**src/rtl/aat_pkg.sv**
```systemverilog
// Shared constants and helper functions for the tilt angle unit.
// No dependencies.
package aat_pkg;

  localparam int LEG_SHIFT    = 14;
  localparam int LEG_W        = 16 + LEG_SHIFT;
  localparam int TAB_FRAC     = 16;
  localparam int CORDIC_STEPS = 17;
  localparam int SQ_STEPS     = 16;
  localparam int ROOT_STEPS   = LEG_W;
  localparam int DIV_STEPS    = 24;
  localparam logic [22:0] NINETY_FULL = 23'(90 << TAB_FRAC);
  localparam logic [2:0]  REG_SAMPLE_COUNT = 3'd0;
  localparam logic [7:0]  SAMPLE_COUNT_RESET = 8'd10;

  function automatic logic [15:0] mag16(input logic signed [15:0] v);
    logic [15:0] r;
    r = v[15] ? 16'(-v) : 16'(v);
    return r;
  endfunction

  function automatic logic [21:0] atan_deg(input logic [4:0] i);
    logic [21:0] r;
    case (i)
      5'd0:    r = 22'd2949120;
      5'd1:    r = 22'd1740967;
      5'd2:    r = 22'd919879;
      5'd3:    r = 22'd466945;
      5'd4:    r = 22'd234379;
      5'd5:    r = 22'd117304;
      5'd6:    r = 22'd58666;
      5'd7:    r = 22'd29335;
      5'd8:    r = 22'd14668;
      5'd9:    r = 22'd7334;
      5'd10:   r = 22'd3667;
      5'd11:   r = 22'd1833;
      5'd12:   r = 22'd917;
      5'd13:   r = 22'd458;
      5'd14:   r = 22'd229;
      5'd15:   r = 22'd115;
      5'd16:   r = 22'd57;
      default: r = 22'd0;
    endcase
    return r;
  endfunction

endpackage

```
**src/rtl/aat_div.sv**
```systemverilog
// Bit-serial restoring divider: signed 24-bit sum over an 8-bit count.
// Uses aat_pkg.
module aat_div (
  input  logic               clk,
  input  logic               rst,
  input  logic               start,
  input  logic signed [23:0] dividend,
  input  logic [7:0]         divisor,
  output logic               done,
  output logic signed [15:0] quot
);

  logic        busy;
  logic [4:0]  cnt;
  logic [7:0]  rem;
  logic [23:0] dvd;
  logic        neg;
  logic [8:0]  rem_sh;
  logic        ge;

  assign rem_sh = {rem, dvd[23]};
  assign ge     = rem_sh >= {1'b0, divisor};
  assign quot   = neg ? 16'(-dvd[15:0]) : 16'(dvd[15:0]);

  always_ff @(posedge clk) begin
    if (rst) begin
      busy <= 1'b0;
      done <= 1'b0;
      cnt  <= '0;
    end else begin
      done <= 1'b0;
      if (start) begin
        busy <= 1'b1;
        cnt  <= '0;
        rem  <= '0;
        neg  <= dividend[23];
        dvd  <= dividend[23] ? 24'(-dividend) : 24'(dividend);
      end else if (busy) begin
        rem <= ge ? 8'(rem_sh - {1'b0, divisor}) : rem_sh[7:0];
        dvd <= {dvd[22:0], ge};
        cnt <= cnt + 5'd1;
        if (cnt == 5'(aat_pkg::DIV_STEPS - 1)) begin
          busy <= 1'b0;
          done <= 1'b1;
        end
      end
    end
  end

endmodule

```
**src/rtl/aat_sqsum.sv**
```systemverilog
// Serial root leg: floor(sqrt((b*b + c*c) * 2^28)), shift-add squares
// then one root bit per cycle. Uses aat_pkg.
module aat_sqsum (
  input  logic                          clk,
  input  logic                          rst,
  input  logic                          start,
  input  logic signed [15:0]            b,
  input  logic signed [15:0]            c,
  output logic                          done,
  output logic [aat_pkg::LEG_W-1:0]     root
);

  localparam logic [1:0] P_SQB  = 2'd0;
  localparam logic [1:0] P_SQC  = 2'd1;
  localparam logic [1:0] P_ROOT = 2'd2;

  logic        busy;
  logic [1:0]  phase;
  logic [4:0]  cnt;
  logic [31:0] mc;
  logic [15:0] mp;
  logic [15:0] cmag;
  logic [31:0] acc;
  logic [31:0] acc_add;
  logic [31:0] rad;
  logic [31:0] rem;
  logic [33:0] rem_sh;
  logic [33:0] trial;
  logic        ge;

  assign acc_add = acc + (mp[0] ? mc : 32'd0);
  assign rem_sh  = {rem, rad[31:30]};
  assign trial   = {2'b00, root, 2'b01};
  assign ge      = rem_sh >= trial;

  always_ff @(posedge clk) begin
    if (rst) begin
      busy  <= 1'b0;
      done  <= 1'b0;
      phase <= P_SQB;
      cnt   <= '0;
    end else begin
      done <= 1'b0;
      if (start) begin
        busy  <= 1'b1;
        phase <= P_SQB;
        cnt   <= '0;
        acc   <= '0;
        mc    <= {16'd0, aat_pkg::mag16(b)};
        mp    <= aat_pkg::mag16(b);
        cmag  <= aat_pkg::mag16(c);
      end else if (busy) begin
        case (phase)
          P_SQB, P_SQC: begin
            acc <= acc_add;
            mc  <= {mc[30:0], 1'b0};
            mp  <= {1'b0, mp[15:1]};
            cnt <= cnt + 5'd1;
            if (cnt == 5'(aat_pkg::SQ_STEPS - 1)) begin
              cnt <= '0;
              if (phase == P_SQB) begin
                phase <= P_SQC;
                mc    <= {16'd0, cmag};
                mp    <= cmag;
              end else begin
                phase <= P_ROOT;
                rad   <= acc_add;
                rem   <= '0;
                root  <= '0;
              end
            end
          end
          P_ROOT: begin
            rad  <= {rad[29:0], 2'b00};
            rem  <= ge ? 32'(rem_sh - trial) : rem_sh[31:0];
            root <= {root[aat_pkg::LEG_W-2:0], ge};
            cnt  <= cnt + 5'd1;
            if (cnt == 5'(aat_pkg::ROOT_STEPS - 1)) begin
              busy <= 1'b0;
              done <= 1'b1;
            end
          end
          default: begin
            busy <= 1'b0;
          end
        endcase
      end
    end
  end

endmodule

```
**src/rtl/aat_cordic.sv**
```systemverilog
// Vectoring CORDIC, one rotation per cycle, giving |atan(num/den)| in degrees
// rounded to FRAC_BITS fraction bits. Uses aat_pkg.
module aat_cordic #(
  parameter int FRAC_BITS = 8
) (
  input  logic                      clk,
  input  logic                      rst,
  input  logic                      start,
  input  logic [aat_pkg::LEG_W-1:0] den,
  input  logic [aat_pkg::LEG_W-1:0] num,
  output logic                      done,
  output logic [14:0]               mag
);

  localparam int          SH  = aat_pkg::TAB_FRAC - FRAC_BITS;
  localparam logic [23:0] RND = 24'(1) << (SH - 1);

  logic               busy;
  logic [4:0]         step;
  logic signed [33:0] x;
  logic signed [33:0] y;
  logic signed [24:0] z;
  logic               den_zero;
  logic               num_zero;
  logic signed [33:0] dx;
  logic [33:0]        ymag;
  logic [33:0]        dyabs;
  logic signed [33:0] dy;
  logic signed [24:0] t;
  logic               ypos;
  logic [22:0]        zc;
  logic [23:0]        rsh;

  assign dx    = x >>> step;
  assign ymag  = y[33] ? 34'(-y) : 34'(y);
  assign dyabs = ymag >> step;
  assign dy    = y[33] ? 34'(-dyabs) : 34'(dyabs);
  assign t     = {3'b000, aat_pkg::atan_deg(step)};
  assign ypos  = !y[33] && (y != '0);

  always_comb begin
    if (den_zero) begin
      zc = num_zero ? 23'd0 : aat_pkg::NINETY_FULL;
    end else if (z[24]) begin
      zc = 23'd0;
    end else if (z > $signed({2'b00, aat_pkg::NINETY_FULL})) begin
      zc = aat_pkg::NINETY_FULL;
    end else begin
      zc = z[22:0];
    end
    rsh = ({1'b0, zc} + RND) >> SH;
    mag = (rsh > 24'd32767) ? 15'h7fff : rsh[14:0];
  end

  always_ff @(posedge clk) begin
    if (rst) begin
      busy <= 1'b0;
      done <= 1'b0;
      step <= '0;
    end else begin
      done <= 1'b0;
      if (start) begin
        busy     <= 1'b1;
        step     <= '0;
        x        <= {4'b0000, den};
        y        <= {4'b0000, num};
        z        <= '0;
        den_zero <= den == '0;
        num_zero <= num == '0;
      end else if (busy) begin
        if (ypos) begin
          x <= x + dy;
          y <= y - dx;
          z <= z + t;
        end else begin
          x <= x - dy;
          y <= y + dx;
          z <= z - t;
        end
        step <= step + 5'd1;
        if (step == 5'(aat_pkg::CORDIC_STEPS - 1)) begin
          busy <= 1'b0;
          done <= 1'b1;
        end
      end
    end
  end

endmodule

```
**src/rtl/accel_average_tilt_angles_unit.sv**
```systemverilog
// Accelerometer averaging and tilt angle unit: top level.
// Uses aat_pkg, aat_div, aat_sqsum and aat_cordic.
//
// Input channel (in_valid/in_stall, accel_x/y/z): one three-axis sample per
// item. Samples that do not close a set are taken one per cycle.
// When the sample count in the set reaches sample_count (zero counts as one)
// the set closes: the block stalls its input while it divides the three sums
// (one quotient bit a cycle), then for each of the three angles squares two
// averages by shift-add, takes the root one bit a cycle and runs a CORDIC of
// 17 rotations. When the output register is free, the squares and roots take
// most of the time from the closing sample to out_valid. in_stall falls in
// the same cycle as out_valid rises.
// Output channel (out_valid/out_stall): averages and tilt angles in degrees
// with ANGLE_FRAC_BITS fraction bits. The result sits in an output register
// held while out_stall is high; new samples are still taken meanwhile, and a
// closing set waits for that register before it is loaded.
// Configuration: APB register sample_count at address 0, reset value 10.
// Reset (rst, synchronous) clears the sums, the sample count in the set and
// any pending result.
module accel_average_tilt_angles_unit #(
  parameter int ANGLE_FRAC_BITS = 8
) (
  input  logic               clk,
  input  logic               rst,
  input  logic               in_valid,
  output logic               in_stall,
  input  logic signed [15:0] accel_x,
  input  logic signed [15:0] accel_y,
  input  logic signed [15:0] accel_z,
  output logic               out_valid,
  input  logic               out_stall,
  output logic signed [15:0] avg_x,
  output logic signed [15:0] avg_y,
  output logic signed [15:0] avg_z,
  output logic signed [15:0] tilt_x,
  output logic signed [15:0] tilt_y,
  output logic signed [15:0] tilt_z,
  input  logic               psel,
  input  logic               penable,
  input  logic               pwrite,
  input  logic [2:0]         paddr,
  input  logic [31:0]        pwdata,
  output logic [31:0]        prdata,
  output logic               pready
);

  localparam logic [2:0] S_IDLE = 3'd0;
  localparam logic [2:0] S_DIV  = 3'd1;
  localparam logic [2:0] S_SQ   = 3'd2;
  localparam logic [2:0] S_COR  = 3'd3;
  localparam logic [2:0] S_OUT  = 3'd4;

  logic [2:0]         state;
  logic [1:0]         axis;
  logic [7:0]         sample_count;
  logic [7:0]         samples_taken;
  logic [7:0]         taken_next;
  logic [7:0]         need;
  logic               in_fire;
  logic               closing;
  logic               out_load;
  logic signed [23:0] sum_x, sum_y, sum_z;
  logic signed [23:0] sum_x_next, sum_y_next, sum_z_next;
  logic signed [23:0] dsum_x, dsum_y, dsum_z;
  logic [7:0]         set_size;
  logic signed [15:0] ax, ay, az, tx, ty, tz;

  logic               div_start, div_done;
  logic signed [23:0] div_dividend;
  logic signed [15:0] div_quot;
  logic               sq_start, sq_done;
  logic signed [15:0] sq_b, sq_c;
  logic [aat_pkg::LEG_W-1:0] root;
  logic               cor_start, cor_done;
  logic [aat_pkg::LEG_W-1:0] cor_den, cor_num;
  logic [14:0]        cor_mag;
  logic               ang_neg;
  logic signed [15:0] ang;

  assign pready     = 1'b1;
  assign prdata     = (paddr == aat_pkg::REG_SAMPLE_COUNT) ? {24'd0, sample_count} : 32'd0;
  assign in_stall   = state != S_IDLE;
  assign in_fire    = in_valid && !in_stall;
  assign taken_next = samples_taken + 8'd1;
  assign need       = (sample_count == 8'd0) ? 8'd1 : sample_count;
  assign closing    = taken_next >= need;
  assign out_load   = (state == S_OUT) && (!out_valid || !out_stall);
  assign sum_x_next = sum_x + {{8{accel_x[15]}}, accel_x};
  assign sum_y_next = sum_y + {{8{accel_y[15]}}, accel_y};
  assign sum_z_next = sum_z + {{8{accel_z[15]}}, accel_z};

  always_comb begin
    case (axis)
      2'd0: begin
        div_dividend = dsum_x;
        sq_b = ay;
        sq_c = az;
        cor_den = root;
        cor_num = {aat_pkg::mag16(ax), aat_pkg::LEG_SHIFT'(0)};
        ang_neg = ax[15];
      end
      2'd1: begin
        div_dividend = dsum_y;
        sq_b = ax;
        sq_c = az;
        cor_den = root;
        cor_num = {aat_pkg::mag16(ay), aat_pkg::LEG_SHIFT'(0)};
        ang_neg = ay[15];
      end
      default: begin
        div_dividend = dsum_z;
        sq_b = ax;
        sq_c = ay;
        cor_den = {aat_pkg::mag16(az), aat_pkg::LEG_SHIFT'(0)};
        cor_num = (az == '0) ? aat_pkg::LEG_W'(1) : root;
        ang_neg = az[15];
      end
    endcase
    ang = ang_neg ? 16'(-{1'b0, cor_mag}) : {1'b0, cor_mag};
  end

  aat_div u_div (
    .clk      (clk),
    .rst      (rst),
    .start    (div_start),
    .dividend (div_dividend),
    .divisor  (set_size),
    .done     (div_done),
    .quot     (div_quot)
  );

  aat_sqsum u_sqsum (
    .clk   (clk),
    .rst   (rst),
    .start (sq_start),
    .b     (sq_b),
    .c     (sq_c),
    .done  (sq_done),
    .root  (root)
  );

  aat_cordic #(
    .FRAC_BITS (ANGLE_FRAC_BITS)
  ) u_cordic (
    .clk   (clk),
    .rst   (rst),
    .start (cor_start),
    .den   (cor_den),
    .num   (cor_num),
    .done  (cor_done),
    .mag   (cor_mag)
  );

  always_ff @(posedge clk) begin
    if (rst) begin
      sample_count <= aat_pkg::SAMPLE_COUNT_RESET;
    end else if (psel && penable && pwrite && paddr == aat_pkg::REG_SAMPLE_COUNT) begin
      sample_count <= pwdata[7:0];
    end
  end

  always_ff @(posedge clk) begin
    if (rst) begin
      state         <= S_IDLE;
      axis          <= '0;
      samples_taken <= '0;
      sum_x         <= '0;
      sum_y         <= '0;
      sum_z         <= '0;
      div_start     <= 1'b0;
      sq_start      <= 1'b0;
      cor_start     <= 1'b0;
      out_valid     <= 1'b0;
    end else begin
      div_start <= 1'b0;
      sq_start  <= 1'b0;
      cor_start <= 1'b0;
      if (out_load) begin
        out_valid <= 1'b1;
      end else if (out_valid && !out_stall) begin
        out_valid <= 1'b0;
      end
      case (state)
        S_IDLE: begin
          if (in_fire) begin
            if (closing) begin
              dsum_x        <= sum_x_next;
              dsum_y        <= sum_y_next;
              dsum_z        <= sum_z_next;
              set_size      <= taken_next;
              sum_x         <= '0;
              sum_y         <= '0;
              sum_z         <= '0;
              samples_taken <= '0;
              axis          <= '0;
              div_start     <= 1'b1;
              state         <= S_DIV;
            end else begin
              sum_x         <= sum_x_next;
              sum_y         <= sum_y_next;
              sum_z         <= sum_z_next;
              samples_taken <= taken_next;
            end
          end
        end
        S_DIV: begin
          if (div_done) begin
            case (axis)
              2'd0:    ax <= div_quot;
              2'd1:    ay <= div_quot;
              default: az <= div_quot;
            endcase
            if (axis == 2'd2) begin
              axis     <= '0;
              sq_start <= 1'b1;
              state    <= S_SQ;
            end else begin
              axis      <= axis + 2'd1;
              div_start <= 1'b1;
            end
          end
        end
        S_SQ: begin
          if (sq_done) begin
            cor_start <= 1'b1;
            state     <= S_COR;
          end
        end
        S_COR: begin
          if (cor_done) begin
            case (axis)
              2'd0:    tx <= ang;
              2'd1:    ty <= ang;
              default: tz <= ang;
            endcase
            if (axis == 2'd2) begin
              state <= S_OUT;
            end else begin
              axis     <= axis + 2'd1;
              sq_start <= 1'b1;
              state    <= S_SQ;
            end
          end
        end
        S_OUT: begin
          if (out_load) begin
            avg_x  <= ax;
            avg_y  <= ay;
            avg_z  <= az;
            tilt_x <= tx;
            tilt_y <= ty;
            tilt_z <= tz;
            state  <= S_IDLE;
          end
        end
        default: begin
          state <= S_IDLE;
        end
      endcase
    end
  end

endmodule

```
**config.mk**
```make
export PLATFORM = sky130hd
export DESIGN_NAME = accel_average_tilt_angles_unit
export DESIGN_NICKNAME = d
export VERILOG_FILES = /design/src/rtl/aat_pkg.sv /design/src/rtl/aat_div.sv /design/src/rtl/aat_sqsum.sv /design/src/rtl/aat_cordic.sv /design/src/rtl/accel_average_tilt_angles_unit.sv
export SDC_FILE = /design/constraint.sdc
export NUM_CORES = 2
export LEC_CHECK = 0
export ABC_AREA = 0
export BUFFER_PORTS_ARGS = -buffer_cell sky130_fd_sc_hd__buf_2
export CAP_MARGIN = 0
export CORE_MARGIN = 2
export CORE_UTILIZATION = 35
export CTS_BUF_LIST = sky130_fd_sc_hd__clkbuf_4 sky130_fd_sc_hd__clkbuf_8 sky130_fd_sc_hd__clkbuf_16
export CTS_CLUSTER_DIAMETER = 120
export CTS_CLUSTER_SIZE = 30
export DETAILED_ROUTE_END_ITERATION = 8
export HOLD_SLACK_MARGIN = 0.12
export PLACE_DENSITY = 0.51
export SYNTH_ARGS = -nofsm -noshare
export SYNTH_HDL_FRONTEND = slang
export SYNTH_SLANG_ARGS = --single-unit
```
**constraint.sdc**
```tcl
create_clock -name clk -period 16.9 [get_ports clk]
set_input_delay 1.69 -clock clk [delete_from_list [all_inputs] [get_ports clk]]
set_output_delay 1.69 -clock clk [all_outputs]
set_load 0.01 [all_outputs]
```
==> results.rst <==
.. list-table::
   :header-rows: 1

   * - Metric
     - Value
   * - Status
     - finished clean
   * - Worst Tran Pin Value
     - 1.278 ns
   * - Global-route wire length before repair
     - 248000 µm
   * - Cells resized by post-CTS repair
     - 0
   * - Register bit total from synthesis
     - 732
   * - Worst-case reg-to-reg path depth
     - 36
   * - Area after DPL
     - 54040 µm²
   * - Layer carrying the most global-route usage
     - met2
   * - Unique cell type count in the Yosys netlist
     - 107
   * - Share of the synthesized area in compound gates (AO/OA/AOI/OAI)
     - 0.1846
   * - Number of top-level pins
     - 221
   * - Unrepaired setup endpoints after global routing
     - false
   * - Arrival time at the worst endpoint
     - 11.91 ns
   * - IO buf count
     - 171
   * - Top cell type by total area after synthesis
     - sky130_fd_sc_hd__edfxtp_1
   * - Worst reg2reg setup slack
     - 5.39 ns
   * - Number of cells produced by synthesis
     - 5637
   * - Std-Cell Core Area
     - 145700 µm²
   * - Critical register-to-register path startpoint
     - u_cordic.y[11]
   * - Share of async-settable or async-resettable flops after synthesis
     - 0
   * - Via count of the first global-routing pass
     - 40410
   * - Count of fill cells added during filler insertion
     - 14890
   * - Design Power
     - 3.595 mW
   * - CP required
     - 17.30 ns
   * - Sum of net half-perimeters after detailed placement
     - 119900 µm
   * - Share of post-route cells with drive strength above 1
     - 0.08518
   * - Routability-driven placement congestion ratio
     - 0.9268
   * - Vias after detailed routing
     - 42760
   * - Number of antenna violations at the first check in global routing
     - 8
   * - Buffer levels on the longest clock path
     - 3
   * - Post-detailed-route wirelength per cell
     - 21.56 µm
   * - Main synth FF type
     - sky130_fd_sc_hd__edfxtp_1
   * - Post-synthesis mux area share
     - 0.03775
   * - Type of the worst setup path
     - register to register
   * - Endpoint of the lowest-slack register-to-register path
     - u_cordic.x[33]
   * - Post-synth EDFFs
     - 590
   * - Library cell contributing the largest single delay on the critical path
     - sky130_fd_sc_hd__nor4_4
   * - Leakage power summed over all cells
     - 20.59 nW
   * - Max Freq
     - 86.88 MHz
   * - Fraction of synthesized cell area taken by the top area cell type
     - 0.3446
   * - Total number of clock tree sinks
     - 732
   * - Top post-synthesis cells by count
     - sky130_fd_sc_hd__nor2_1, sky130_fd_sc_hd__edfxtp_1, sky130_fd_sc_hd__nand2_1, sky130_fd_sc_hd__a21oi_1, sky130_fd_sc_hd__o21ai_0
   * - Max-slew violation total from the final report
     - 0
   * - Peak ir drop on the vdd network
     - 0.05850 mV
   * - Overflow left after global routing
     - 0
   * - Largest family of logic cells by synthesized area
     - simple AND/OR/NAND/NOR gates
   * - Period utilization
     - 0.6811
   * - Violation count after the first detailed-route iteration
     - 3927
   * - Post-synthesis adder-cell area fraction
     - 0.06955
   * - Final Util
     - 0.3791
   * - Critical path startpoint category
     - register
   * - Simple logic cell fraction of the synthesized area
     - 0.1924
   * - Max H-tree Level
     - 2
   * - Syn Area/Cell
     - 9.120 µm²
   * - Cts-stage hold buffer count
     - 0
   * - Hold Crit Class
     - register to register
   * - TritonCTS clock tree
     - built
   * - Synthesized cell area
     - 51410 µm²
   * - Floorplan die height
     - 387.3 µm
   * - TritonCTS Buffers
     - 34
   * - Startpoint of the lowest-slack hold path
     - tz[12]
   * - DR DRC count
     - 0
   * - Seq/Total Area, Yosys
     - 0.3999
   * - XOR/XNOR share of the synthesized area
     - 0.07547
   * - GR Layer Usage met1
     - 0.2943
   * - Fin cells
     - 7553
   * - Pin count of the biggest net entering global routing
     - 107
   * - Via density per instance
     - 5.662
   * - Slowest Stage Delay on Critical Path
     - 0.85 ns
   * - Global-route track usage on met3
     - 0.02311
   * - Endpoint class of the critical path
     - register
   * - Standard-cell rows
     - 140
   * - Layout Cell Area excl Fill
     - 55250 µm²
   * - Power Dens Cells
     - 65.07 nW/µm²
   * - Final total negative setup slack
     - 0 ns
   * - Min-Delay Path Depth
     - 0
   * - Clock period minus final worst setup slack
     - 11.51 ns
   * - Worst skew pair latency
     - 0.66 ns
   * - Initial core utilization
     - 0.3528
   * - Number of endpoints with negative hold slack in the final report
     - 0
   * - Synthesis-to-layout area growth
     - 7.467%
   * - Largest cells by area after synthesis
     - sky130_fd_sc_hd__edfxtp_1, sky130_fd_sc_hd__ha_1, sky130_fd_sc_hd__dfxtp_1
   * - Post-layout net count
     - 5980
   * - Setup-violating endpoint count in the final report
     - 0
   * - Cell seen most often among critical-path stages
     - sky130_fd_sc_hd__o21ai_0
   * - Yosys warnings
     - 0
   * - Min setup slack post-route
     - 5.390 ns
   * - Routing usage on met2
     - 0.3420
   * - Worst-path fanout max
     - 13
   * - Placed Cells
     - 7490
   * - Maximum Capacitance Violations
     - 0
   * - Destination of the worst hold path
     - tilt_z[12]
   * - Die width
     - 387.3 µm
   * - Clock transition at path regs
     - 0.12 ns
   * - Count leader, synth
     - sky130_fd_sc_hd__nor2_1
   * - Overall die area
     - 150000 µm²
   * - Post-detailed-routing wire length
     - 162900 µm
   * - Aggregate global-route resource usage
     - 0.2093
   * - Worst hold slack
     - 0.4257 ns
   * - Headroom to the max-slew limit
     - 0.1477
   * - Antenna-violating nets left
     - 0
   * - Post-CTS setup buffer count
     - 0
   * - Clock tree root driver cell
     - sky130_fd_sc_hd__clkbuf_16
   * - Drt first pass iters
     - 8
   * - Worst clock skew
     - 0.04638 ns
   * - Worst setup timing slack at the placement stage
     - 5.587 ns
[state kept, by name, indices dropped and copies added (netlist names), 22 cells and up]
signal / flops
u_sqsum.rad: 32
u_cordic.t: 22
u_cordic.x: 34
sum_x: 24
u_sqsum.rem: 32
u_div.dvd: 24
u_sqsum.mc: 32
dsum_y: 24
sum_z: 24
u_sqsum.acc: 32
dsum_x: 24
u_sqsum.root: 30
u_cordic.z: 25
dsum_z: 24
u_cordic.y: 34
sum_y: 24
[power breakdown]
group	internal, mW	leakage (nW)	switching [mW]	total, mW
Combinational	0.188	13.4	0.284	0.473
Clock	0.450	0.594	0.660	1.11
Sequential	1.99	6.64	0.0266	2.01
[per-layer routing]
| metal | up-vias | part of all wire |
|---|---|---|
| met4 | 4 | 0.024 |
| met3 | 188 | 0.052 |
| li1 | 20640 | - |
| met1 | 20790 | 0.46 |
| met2 | 1144 | 0.46 |
| met5 | - | 0.00011 |
[worst max-delay path by stage]
stage | startpoint | endpoint | cells after the start
after floorplan | u_cordic.y[1] | u_cordic.x[33] | 40
after detailed placement | u_cordic.y[11] | u_cordic.x[33] | 36
after CTS | u_cordic.y[11] | u_cordic.x[33] | 36
after global placement | u_cordic.y[11] | u_cordic.x[33] | 36
final | u_cordic.y[11] | u_cordic.x[33] | 36
after global routing | u_cordic.y[11] | u_cordic.x[33] | 36
[final cells by class]
class | instances | area [µm²] | share of cell area
clock inverters | 14 | 231.5 | 0.004190
clock buffers | 48 | 973.4 | 0.01762
repair buffers | 239 | 1381 | 0.02500
well taps | 1917 | 2399 | 0.04341
diodes | 1 | 2.502 | 0.00004529
multi-input cells | 4417 | 28990 | 0.5248
inverters | 185 | 694.4 | 0.01257
flip-flops and latches | 732 | 20580 | 0.3724
[cell families after synthesis]
| family | Yosys count |
|---|---|
| and+or+nand+nor | 2061 |
| AOI/OAI and AO/OA | 1466 |
| DFF | 732 |
| buffers and inverters | 511 |
| xor gates and xnor gates | 443 |
| adders and majority gates | 281 |
| muxes | 141 |
| other | 2 |
[worst max-delay path: cells and delay by family (launching register included)]
family	cells	cell delay (ns)
AO/OA/AOI/OAI	19	5.30
AND/OR/NAND/NOR	13	4.03
adder cells (fa/ha/maj)	2	0.73
flip-flops	1	0.65
XOR/XNOR	1	0.41
buffers and inverters	1	0.14
[placed cells by master, fill, tap and decap left out, drive strengths merged, types with 26 or more instances in the layout]
cell type	n
o21ai	302
a21boi	29
xnor2	279
nor4	53
buf	239
nand2	544
or2	35
nand2b	70
or3	60
nor2b	48
a22o	33
clkbuf	48
nand3	139
o21a	45
nand4	43
mux2i	72
nor3	187
edfxtp	590
and3	78
a211oi	45
a21oi	451
a22oi	62
o211ai	36
a21o	53
inv	187
o31ai	57
ha	273
dfxtp	142
nor2	605
o22ai	38
or4	27
and2	100
mux4	39
mux2	30
xor2	164
a31oi	62
o41ai	26
Note: power is estimated with default switching activity, not from simulation.
